`config.mk`:
```
export PLATFORM = sky130hd
export DESIGN_NAME = hdlc_frame_decoder_core_flat
export DESIGN_NICKNAME = d
export VERILOG_FILES = /design/src/rtl/hdlc_fd_pkg.sv /design/src/rtl/hdlc_fd_if.sv /design/src/rtl/hdlc_fd_queue.sv /design/src/rtl/hdlc_fd_front.sv /design/src/rtl/hdlc_fd_back.sv /design/src/rtl/hdlc_frame_decoder_core.sv /design/src/flat_wrapper.sv
export SDC_FILE = /design/constraint.sdc
export NUM_CORES = 1
export LEC_CHECK = 0
export BUFFER_PORTS_ARGS = -buffer_cell sky130_fd_sc_hd__buf_2
export CORE_MARGIN = 4
export CORE_UTILIZATION = 50
export CTS_BUF_LIST = sky130_fd_sc_hd__clkbuf_2 sky130_fd_sc_hd__clkbuf_4 sky130_fd_sc_hd__clkbuf_8
export CTS_CLUSTER_DIAMETER = 150
export DETAILED_ROUTE_END_ITERATION = 7
export PLACE_DENSITY = 0.67
export SETUP_SLACK_MARGIN = 0.5
export SLEW_MARGIN = 10
export SYNTH_ARGS = -nofsm -noshare
export SYNTH_HDL_FRONTEND = slang
export SYNTH_SLANG_ARGS = --single-unit
```
`constraint.sdc`:
```
create_clock -name clk -period 2.2 [get_ports clk]
set_clock_uncertainty 0.2 [all_clocks]
set_input_delay 0.44 -clock clk [delete_from_list [all_inputs] [get_ports clk]]
set_output_delay 0.44 -clock clk [all_outputs]
set_load 0.03 [all_outputs]
```
`src/rtl/hdlc_fd_pkg.sv`:
```
// shared types, constants and crc function for the hdlc frame decoder
`timescale 1ns / 1ps

package hdlc_fd_pkg;

  localparam logic [7:0]  FLAG_BYTE  = 8'h7E;
  localparam logic [7:0]  ESC_BYTE   = 8'h7D;
  localparam logic [7:0]  ESC_MASK   = 8'h20;
  localparam logic [15:0] CRC_INIT   = 16'hFFFF;
  localparam logic [15:0] CRC_POLY   = 16'h8408;
  localparam logic [15:0] CRC_XOROUT = 16'hFFFF;

  // entries in the queue between front and back
  localparam int QDEPTH   = 2;
  localparam int QPTR_W   = $clog2(QDEPTH);
  localparam int QCOUNT_W = $clog2(QDEPTH + 1);

  // result kinds on the output channel
  localparam logic KIND_PAYLOAD = 1'b0;
  localparam logic KIND_EOF     = 1'b1;

  // operation classes handed from front to back
  typedef enum logic {
    OP_DATA = 1'b0,
    OP_FLAG = 1'b1
  } op_kind_t;

  typedef struct packed {
    op_kind_t   kind;
    logic [7:0] data;
  } op_t;

  // bytewise crc-16/x.25 update, reflected
  function automatic logic [15:0] crc_update(input logic [15:0] crc, input logic [7:0] b);
    logic [15:0] c;
    c = crc ^ {8'h00, b};
    for (int k = 0; k < 8; k++) begin
      c = c[0] ? ((c >> 1) ^ CRC_POLY) : (c >> 1);
    end
    return c;
  endfunction

endpackage

```
`src/rtl/hdlc_fd_if.sv`:
```
// valid/ready channel interfaces for the hdlc frame decoder
`timescale 1ns / 1ps

interface hdlc_in_if;
  logic       valid;
  logic       ready;
  logic [7:0] in_byte;

  modport source (output valid, output in_byte, input ready);
  modport sink   (input valid, input in_byte, output ready);
endinterface

interface hdlc_out_if;
  logic       valid;
  logic       ready;
  logic       out_kind;
  logic [7:0] out_byte;
  logic       frame_good;

  modport source (output valid, output out_kind, output out_byte, output frame_good,
                  input ready);
  modport sink   (input valid, input out_kind, input out_byte, input frame_good,
                  output ready);
endinterface

```
`src/rtl/hdlc_fd_queue.sv`:
```
// two-entry operation queue between front and back
`timescale 1ns / 1ps

module hdlc_fd_queue (
  input  logic               clk,
  input  logic               rst_n,
  input  logic               push,
  input  hdlc_fd_pkg::op_t   push_op,
  output logic               full,
  input  logic               pop,
  output hdlc_fd_pkg::op_t   pop_op,
  output logic               empty
);
  import hdlc_fd_pkg::*;

  op_t                 entry_r [QDEPTH];
  logic [QPTR_W-1:0]   wr_ptr_r, wr_ptr_nxt;
  logic [QPTR_W-1:0]   rd_ptr_r, rd_ptr_nxt;
  logic [QCOUNT_W-1:0] count_r, count_nxt;
  logic                do_push;
  logic                do_pop;

  assign full    = (count_r == QCOUNT_W'(QDEPTH));
  assign empty   = (count_r == '0);
  assign do_push = push && !full;
  assign do_pop  = pop && !empty;
  assign pop_op  = entry_r[rd_ptr_r];

  // pointer and fill count
  always_comb begin
    wr_ptr_nxt = wr_ptr_r;
    rd_ptr_nxt = rd_ptr_r;
    count_nxt  = count_r;
    if (do_push) begin
      wr_ptr_nxt = (wr_ptr_r == QPTR_W'(QDEPTH - 1)) ? '0 : wr_ptr_r + 1'b1;
    end
    if (do_pop) begin
      rd_ptr_nxt = (rd_ptr_r == QPTR_W'(QDEPTH - 1)) ? '0 : rd_ptr_r + 1'b1;
    end
    if (do_push && !do_pop) begin
      count_nxt = count_r + 1'b1;
    end else if (!do_push && do_pop) begin
      count_nxt = count_r - 1'b1;
    end
  end

  always_ff @(posedge clk) begin
    if (!rst_n) begin
      wr_ptr_r <= '0;
      rd_ptr_r <= '0;
      count_r  <= '0;
    end else begin
      wr_ptr_r <= wr_ptr_nxt;
      rd_ptr_r <= rd_ptr_nxt;
      count_r  <= count_nxt;
    end
  end

  // entry storage
  always_ff @(posedge clk) begin
    if (do_push) begin
      entry_r[wr_ptr_r] <= push_op;
    end
  end

endmodule

```
`src/rtl/hdlc_fd_front.sv`:
```
// front end: accepts link bytes, strips escapes and classifies flags
`timescale 1ns / 1ps

module hdlc_fd_front (
  input  logic             clk,
  input  logic             rst_n,
  hdlc_in_if.sink          in_ch,
  input  logic             q_full,
  output logic             q_push,
  output hdlc_fd_pkg::op_t q_op
);
  import hdlc_fd_pkg::*;

  logic esc_r, esc_nxt;
  logic beat;
  logic is_flag;
  logic is_esc;

  assign in_ch.ready = !q_full;
  assign beat        = in_ch.valid && in_ch.ready;
  assign is_flag     = (in_ch.in_byte == FLAG_BYTE);
  assign is_esc      = (in_ch.in_byte == ESC_BYTE);

  // classify and unescape
  always_comb begin
    esc_nxt   = esc_r;
    q_push    = 1'b0;
    q_op.kind = OP_DATA;
    q_op.data = esc_r ? (in_ch.in_byte ^ ESC_MASK) : in_ch.in_byte;
    if (beat) begin
      if (is_flag) begin
        q_push    = 1'b1;
        q_op.kind = OP_FLAG;
        esc_nxt   = 1'b0;
      end else if (is_esc) begin
        esc_nxt = 1'b1;
      end else begin
        q_push  = 1'b1;
        esc_nxt = 1'b0;
      end
    end
  end

  always_ff @(posedge clk) begin
    if (!rst_n) begin
      esc_r <= 1'b0;
    end else begin
      esc_r <= esc_nxt;
    end
  end

endmodule

```
`src/rtl/hdlc_fd_back.sv`:
```
// back end: fcs delay line, running crc and registered result output
`timescale 1ns / 1ps

module hdlc_fd_back (
  input  logic             clk,
  input  logic             rst_n,
  input  logic             q_empty,
  input  hdlc_fd_pkg::op_t q_op,
  output logic             q_pop,
  hdlc_out_if.source       out_ch
);
  import hdlc_fd_pkg::*;

  logic [7:0]  held0_r, held0_nxt;
  logic [7:0]  held1_r, held1_nxt;
  logic [1:0]  count_r, count_nxt;
  logic [15:0] crc_r, crc_nxt;
  logic        out_valid_r, out_valid_nxt;
  logic        out_kind_r, out_kind_nxt;
  logic [7:0]  out_byte_r, out_byte_nxt;
  logic        out_good_r, out_good_nxt;
  logic        slot_free;
  logic        emit;

  assign slot_free = !out_valid_r || out_ch.ready;
  assign q_pop     = !q_empty && slot_free;

  // execute one queued operation
  always_comb begin
    held0_nxt    = held0_r;
    held1_nxt    = held1_r;
    count_nxt    = count_r;
    crc_nxt      = crc_r;
    emit         = 1'b0;
    out_kind_nxt = out_kind_r;
    out_byte_nxt = out_byte_r;
    out_good_nxt = out_good_r;
    if (q_pop) begin
      unique case (q_op.kind)
        OP_FLAG: begin
          if (count_r == 2'd3) begin
            emit         = 1'b1;
            out_kind_nxt = KIND_EOF;
            out_byte_nxt = 8'h00;
            out_good_nxt = ((crc_r ^ CRC_XOROUT) == {held1_r, held0_r});
          end
          held0_nxt = 8'h00;
          held1_nxt = 8'h00;
          count_nxt = 2'd0;
          crc_nxt   = CRC_INIT;
        end
        OP_DATA: begin
          if (count_r >= 2'd2) begin
            emit         = 1'b1;
            out_kind_nxt = KIND_PAYLOAD;
            out_byte_nxt = held0_r;
            out_good_nxt = 1'b0;
            crc_nxt      = crc_update(crc_r, held0_r);
            held0_nxt    = held1_r;
            held1_nxt    = q_op.data;
            count_nxt    = 2'd3;
          end else begin
            if (count_r[0]) begin
              held1_nxt = q_op.data;
            end else begin
              held0_nxt = q_op.data;
            end
            count_nxt = count_r + 2'd1;
          end
        end
        default: ;
      endcase
    end
  end

  // output slot holds a result until taken
  always_comb begin
    out_valid_nxt = out_valid_r && !out_ch.ready;
    if (emit) begin
      out_valid_nxt = 1'b1;
    end
  end

  always_ff @(posedge clk) begin
    if (!rst_n) begin
      held0_r     <= 8'h00;
      held1_r     <= 8'h00;
      count_r     <= 2'd0;
      crc_r       <= CRC_INIT;
      out_valid_r <= 1'b0;
    end else begin
      held0_r     <= held0_nxt;
      held1_r     <= held1_nxt;
      count_r     <= count_nxt;
      crc_r       <= crc_nxt;
      out_valid_r <= out_valid_nxt;
    end
  end

  // result payload
  always_ff @(posedge clk) begin
    if (emit) begin
      out_kind_r <= out_kind_nxt;
      out_byte_r <= out_byte_nxt;
      out_good_r <= out_good_nxt;
    end
  end

  assign out_ch.valid      = out_valid_r;
  assign out_ch.out_kind   = out_kind_r;
  assign out_ch.out_byte   = out_byte_r;
  assign out_ch.frame_good = out_good_r;

endmodule

```
`src/rtl/hdlc_frame_decoder_core.sv`:
```
// path: an accepted byte is written into the queue and any result is registered
// in the output slot; a payload byte leaves once two more data bytes arrive
// throughput: one link byte per cycle; the byte-wide crc update in the back end
// sets the cycle, and a two-entry queue lets front and back stall apart
// reset (rst_n low, synchronous): escape, delay line, count, queue and
// output slot clear and the crc returns to 0xffff
`timescale 1ns / 1ps

module hdlc_frame_decoder_core (
  input  logic        clk,
  input  logic        rst_n,
  hdlc_in_if.sink     in_ch,
  hdlc_out_if.source  out_ch
);
  import hdlc_fd_pkg::*;

  logic q_push;
  logic q_full;
  logic q_pop;
  logic q_empty;
  op_t  push_op;
  op_t  pop_op;

  // unescape and classify
  hdlc_fd_front u_front (
    .clk    (clk),
    .rst_n  (rst_n),
    .in_ch  (in_ch),
    .q_full (q_full),
    .q_push (q_push),
    .q_op   (push_op)
  );

  // decoupling queue
  hdlc_fd_queue u_queue (
    .clk     (clk),
    .rst_n   (rst_n),
    .push    (q_push),
    .push_op (push_op),
    .full    (q_full),
    .pop     (q_pop),
    .pop_op  (pop_op),
    .empty   (q_empty)
  );

  // delay line, crc and output
  hdlc_fd_back u_back (
    .clk     (clk),
    .rst_n   (rst_n),
    .q_empty (q_empty),
    .q_op    (pop_op),
    .q_pop   (q_pop),
    .out_ch  (out_ch)
  );

endmodule
```
`src/flat_wrapper.sv`:
```
// flat-port wrapper written by rule: the top's interface ports become plain ports
module hdlc_frame_decoder_core_flat import hdlc_fd_pkg::*;
  (clk, rst_n, in_ch_valid, in_ch_in_byte, in_ch_ready, out_ch_valid, out_ch_out_kind, out_ch_out_byte, out_ch_frame_good, out_ch_ready);
  hdlc_in_if in_ch_i ();
  hdlc_out_if out_ch_i ();
  input  logic clk;
  input  logic rst_n;
  input wire logic [$bits(in_ch_i.valid)-1:0] in_ch_valid;
  input wire logic [$bits(in_ch_i.in_byte)-1:0] in_ch_in_byte;
  output wire logic [$bits(in_ch_i.ready)-1:0] in_ch_ready;
  output wire logic [$bits(out_ch_i.valid)-1:0] out_ch_valid;
  output wire logic [$bits(out_ch_i.out_kind)-1:0] out_ch_out_kind;
  output wire logic [$bits(out_ch_i.out_byte)-1:0] out_ch_out_byte;
  output wire logic [$bits(out_ch_i.frame_good)-1:0] out_ch_frame_good;
  input wire logic [$bits(out_ch_i.ready)-1:0] out_ch_ready;
  assign in_ch_i.valid = in_ch_valid;
  assign in_ch_i.in_byte = in_ch_in_byte;
  assign in_ch_ready = in_ch_i.ready;
  assign out_ch_valid = out_ch_i.valid;
  assign out_ch_out_kind = out_ch_i.out_kind;
  assign out_ch_out_byte = out_ch_i.out_byte;
  assign out_ch_frame_good = out_ch_i.frame_good;
  assign out_ch_i.ready = out_ch_ready;
  hdlc_frame_decoder_core u_core (.clk(clk), .rst_n(rst_n), .in_ch(in_ch_i), .out_ch(out_ch_i));
endmodule
```
## Word level (Yosys, flattened, before mapping)

Memory sizes are Yosys's and may differ from the RTL's. A register that Yosys moved wholly into a read port is not among the register bits.
Index checks and enable logic that the tools add are counted.

- Memories: 1
- Output and inout port bits: 12
- Logic and storage cells: 107
- Input port bits: 12
- Flip-flop bits (word level): 50
- Bits in writable memories: 18

Memory list:

| name | words | bits a word | read ports | clocked after memory_dff | write ports | line | RTL |
|---|---|---|---|---|---|---|---|
| u_core.u_queue.entry_r | 2 | 9 | 1 | 1 | 1 | hdlc_fd_queue.sv:16 | `op_t entry_r [QDEPTH];` |

- Reductions and logical operators: 20
- Add/sub/neg operators: 5
- Magnitude comparators: 1
- Muxes and demuxes: 47
- Bitwise operators: 12
- Equality and inequality tests: 9

Operators by type and width:

| cell | number |
|---|---|
| 16-bit two-way mux | 9 |
| 8-bit two-way mux | 6 |
| 8-bit one-hot mux with 2 select lines | 3 |
| 16-bit one-hot mux with 2 select lines | 1 |
| 2-bit inverter with 3-bit output | 8 |
| 1-bit two-way mux | 20 |
| 16-bit == test | 1 |
| 8-bit by 7-bit == test with 1-bit output (second input constant) | 2 |
| 16-bit inverter | 1 |
| 16-bit by 8-bit XOR with 16-bit output | 1 |
| 1-bit logical AND | 7 |
| 1-bit zero test | 6 |
| 2-bit two-way mux | 3 |
| 6-bit two-way mux | 1 |
| 3-bit inequality test (second input constant) | 2 |
| 1-bit one-hot mux with 2 select lines | 3 |
| 2-bit AND reduction | 3 |
| 2-bit by 1-bit adder with 2-bit output (second input constant) | 2 |
| 2-bit == test (second input constant) | 2 |
| 2-bit one-hot mux with 2 select lines | 1 |
| 4-bit AND reduction | 1 |
| 1-bit adder (second input constant) | 2 |
| 2-bit greater-or-equal comparator (second input constant) | 1 |
| 2-bit zero test | 1 |
| other kinds (6) | 7 |

## Longest topological paths before layout

- Depth after elaboration: 19
- Mapped depth: 9
- Depth with buffers taken out: 7

## By module

Synthesis repeated with hierarchy kept, for this count alone.

- Cells, all modules: 271
- Area total of the unflattened synthesis: 3145.5 µm²

By module, submodules not included:

| module | area each (µm²) | cells each | seq. area each (µm²) | times used |
|---|---|---|---|---|
| hdlc_fd_back | 2100.8 | 199 | 1001.0 | 1 |
| hdlc_fd_queue | 880.8 | 53 | 640.6 | 1 |
| hdlc_fd_front | 163.9 | 19 | 20.0 | 1 |

## Least setup slack after synthesis

No wires, ideal clock.

- Path type: input port to flip-flop
- From: input in_ch_in_byte[7]
- To: register u_core.u_queue.count_r[1]
- Data required time: 1.929 ns
- Data arrival time: 2.103 ns
- Path buffers: 0
- Setup time: 0.071 ns
- Slack: -0.173 ns
- Stages on the path: 6
- Path through: nand2b_1 or4b_1 and2_1 ha_1 or3_1 a21oi_1

- Word-level cells in the longest chain between the ends: 8
- Elaborated cells on any way between the ends: 11
- Classes of those cells: eq/ne (2); mux (4); reduce/logical (5)

RTL lines:

| item | line | RTL |
|---|---|---|
| from (decl) | flat_wrapper.sv:9 | `input wire logic [$bits(in_ch_i.in_byte)-1:0] in_ch_in_byte;` |
| 8-bit by 7-bit == test with 1-bit output | hdlc_fd_front.sv:22 | `assign is_esc = (in_ch.in_byte == ESC_BYTE);` |
| 1-bit two-way mux | hdlc_fd_front.sv:35 | `end else if (is_esc) begin` |
| 1-bit two-way mux * | hdlc_fd_front.sv:31 | `if (is_flag) begin` |
| 1-bit two-way mux * | hdlc_fd_front.sv:30 | `if (beat) begin` |
| 1-bit logical AND * | hdlc_fd_queue.sv:25 | `assign do_push = push && !full;` |
| net u_core.u_queue.do_push | hdlc_fd_queue.sv:20 | `logic do_push;` |
| 1-bit zero test | hdlc_fd_queue.sv:42 | `end else if (!do_push && do_pop) begin` |
| 1-bit logical AND | hdlc_fd_queue.sv:42 |  |
| 2-bit nonzero test (no line) | -- |  |
| to (signal assigned) | hdlc_fd_queue.sv:55 | `count_r <= count_nxt;` |
| to (decl) | hdlc_fd_queue.sv:19 | `logic [QCOUNT_W-1:0] count_r, count_nxt;` |

Mark *: on every way through the listed nets, which the timed path passes. The rest lies on a longest branch.
A chain may end at the register's enable or synchronous reset.

## Final worst setup path

Same ends and word-level chain as after synthesis.

==> results_dict.tcl <==
set metrics [dict create \
    synth-edff-count 28 \
    critical_path_class "in -> reg" \
    grt_pass1_vias 2061 \
    total_power_uw 4520 \
    num_io_pins 24 \
    power.density_nw_per_um2 1210 \
    drtIter0Drc 148 \
    p_leak_uw 0.00143 \
    fin_nets 336 \
    vias 2135 \
    wl_per_cell_um 15.9 \
    overflow 0 \
    yosysUniqueCellTypes 42 \
    dieHeight_um 85.4 \
    clk_pin_slew_ns 0.06 \
    synth-simple-area-share_pct 13.2 \
    drt_wl_total_mm 6.35 \
    drive_above_1_share_pct 32.6 \
    grt_pass1_wl_mm 10.5 \
    syn_avg_cell_area_sq_um 11.0 \
    routed_via_density 5.34 \
    synth_fp_nets 284 \
    n_antenna_cell 0 \
    yosysTopAreaCellShare_pct 28.1 \
    period_share_pct 90.7 \
    core_area_sq_um 5640 \
    rsz0062_at_grt "true" \
    hold_buffers 0 \
    synth.area.mux_share_pct 6.10 \
    cp.arrival_ns 2.07 \
    worst_path_dominant_cell_family "simple AND/OR/NAND/NOR gates" \
    cts_buffer_depth 2 \
    slew-limit-headroom_pct 70.3 \
    place_area_sq_um 3300 \
    synthArstFlopShare_pct 0 \
    die-area_sq_um 7290 \
    rr_worst_depth 7 \
    syn_to_final_growth_pct 25.2 \
    cts_tree "built" \
    start_kind "input port" \
    ant_nets 0 \
    final_hold_viol_count 0 \
    start_util_pct 53.1 \
    path_cells "buf_6, nand2b_4, or4b_4, and2_4, ha_4, xor2_1, or3_1, a21oi_2" \
    synthCells 271 \
    ys.flop_type "dfxtp_1" \
    synth_top_family_by_area "simple AND/OR/NAND/NOR gates" \
    numCtsBuffers 9 \
    cpPeakStageDelay_ns 0.52 \
    status "finished clean" \
    portBuffers 23 \
    post-place-ws_ns -0.196 \
    multi_input_area_sq_um 1400 \
    slew_viol_final 0 \
    ys_ff_latch 69 \
    synth-warning-count 0 \
    setup_violations 0 \
    worst_pin_slew_ns 0.443 \
    slowest_stage "or4b_4" \
    crit_required_ns 2.28 \
    fin_crit_ns 2.00 \
    clk-insertion-delay-late_ns 0.35 \
    fill_cells 448 \
    tns_ns 0 \
    path_buf_inv 1 \
    finalWeightedCongestion 0.812 \
    utilization_pct 66.4 \
    maxCapViolCount 0 \
    hp-class "in -> reg" \
    synth_fa_ha_area_share_pct 0.418 \
    rows 27 \
    drt-pass1-iter-count 4 \
    die_x_um 85.4 \
    fmax_mhz 501 \
    max-vdd-ir-drop_mv 0.620 \
    setup_slack_ns 0.204 \
    h-tree-depth 3 \
    crit_path_end_kind "flop" \
    seq_area_frac_synth_pct 55.5 \
    register_area_sq_um 1670 \
    path_max_fanout 2 \
    antenna_found_initial 0 \
    holdPathStages 1 \
    path_depth 8 \
    clockRootBuffer "clkbuf_8" \
    design_area_sq_um 3750 \
    hpwl_mm 4.32 \
    yosysTopAreaCell "edfxtp_1" \
    synth-xor-area-share_pct 11.0 \
    drc 0 \
    cts_sinks 69 \
    ys_top_cells_by_area "edfxtp_1 28%, dfxtp_1 27%, xnor2_1 7.6%, mux2i_1 5.3%, nor2_1 4.4%" \
    synth_area_sq_um 2990 \
    grt_max_degree 25 \
    track_usage_pct 18.8 \
    synth-compound-area-share_pct 10.7 \
]
==> layout make-up <==
type	instances	area share [%]
Tap cell	72	2.40
Multi-Input combinational cell	182	37.3
Inverter	7	0.902
Sequential cell	69	44.5
Timing Repair inverter	1	0.200
Clock buffer	13	4.11
Clock inverter	3	0.367
Timing Repair Buffer	53	10.2
==> synth_stat cells, types with 2 or more instances <==
library cell  number
buf_2              2
nor4_1             4
buf_6              2
nor2_1            35
a22oi_1            8
nand4_1            3
o21ai_0           13
nand2_1           14
mux2i_1           16
dfxtp_1           41
nand2b_1           4
clkbuf_1           8
xnor2_2            2
and2_1            11
xor2_1             8
o211ai_2           2
xnor2_1           26
inv_1              5
a2bb2oi_1          6
nor3_1             3
a21oi_1            5
edfxtp_1          28
o22ai_1            5
o22a_1             2
==> repair_timing <==
action,4_1_cts,5_1_grt
pin swaps,6,13
gates resized for setup,14,30
endpoints found under the setup margin,53,66
buffers inserted,10,2
cloned,1,0
==> power breakdown <==
part / internal [uW] / switching (uW)
combinational: 891 / 993
sequential: 1560 / 172
clock: 453 / 451
total: 2900 / 1620
==> metrics by stage <==
step           hold slack [ns]  std cells
6_report                 0.113        400
5_1_grt                  0.112        400
2_1_floorplan            0.267        271
3_5_place_dp             0.296        371
4_1_cts                  0.109        398
3_3_place_gp             0.290        371
==> cell families after synthesis <==
group / Yosys count
DFF: 69
xor gates and xnor gates: 36
AOI/OAI and AO/OA: 46
buffers and inverters: 20
adders and majority gates: 1
muxes: 17
and+or+nand+nor: 82
==> registers in the layout, indices dropped and copies added, names as in the netlist, named ones only <==
register,count
u_core.u_back.out_ch.out_byte,8
u_core.u_front.esc_r,1
u_core.u_back.out_ch.frame_good,1
u_core.u_queue.count_r,2
u_core.u_queue.wr_ptr_r,1
u_core.u_back.crc_r,16
u_core.u_back.out_ch.out_kind,1
u_core.u_back.held1_r,8
u_core.u_back.held0_r,8
u_core.u_back.count_r,2
u_core.u_back.out_ch.valid,1
u_core.u_queue.entry_r,18
u_core.u_queue.rd_ptr_r,1
==> final timing paths <==
path / start / end / slack [ns]
min reg2reg: u_core.u_back.crc_r[7] / u_core.u_back.crc_r[7] / 0.31
max reg2reg: u_core.u_queue.count_r[0] / u_core.u_queue.count_r[1] / 0.31
min: in_ch_in_byte[0] / u_core.u_queue.entry_r[0][0] / 0.11
max: in_ch_in_byte[7] / u_core.u_queue.count_r[1] / 0.20
==> per-layer routing <==
layer,part of all wire [%],GRT usage [%],vias to the layer above
li1,-,-,1055
met1,44,23.2,1008
met2,48,30.4,61
met3,5.6,5.05,11
met4,2.2,8.92,0
met5,0,0,-
==> cells in the final DEF (no fill, tap or decap), drive strengths merged, types with 8 or more instances in the layout <==
master,instances
buf,53
dfxtp,41
nor2,35
edfxtp,28
xnor2,28
mux2i,17
nand2,14
o21ai,13
clkbuf,13
and2,11
xor2,8
a22oi,8
Power figures use the tool's default switching activity.
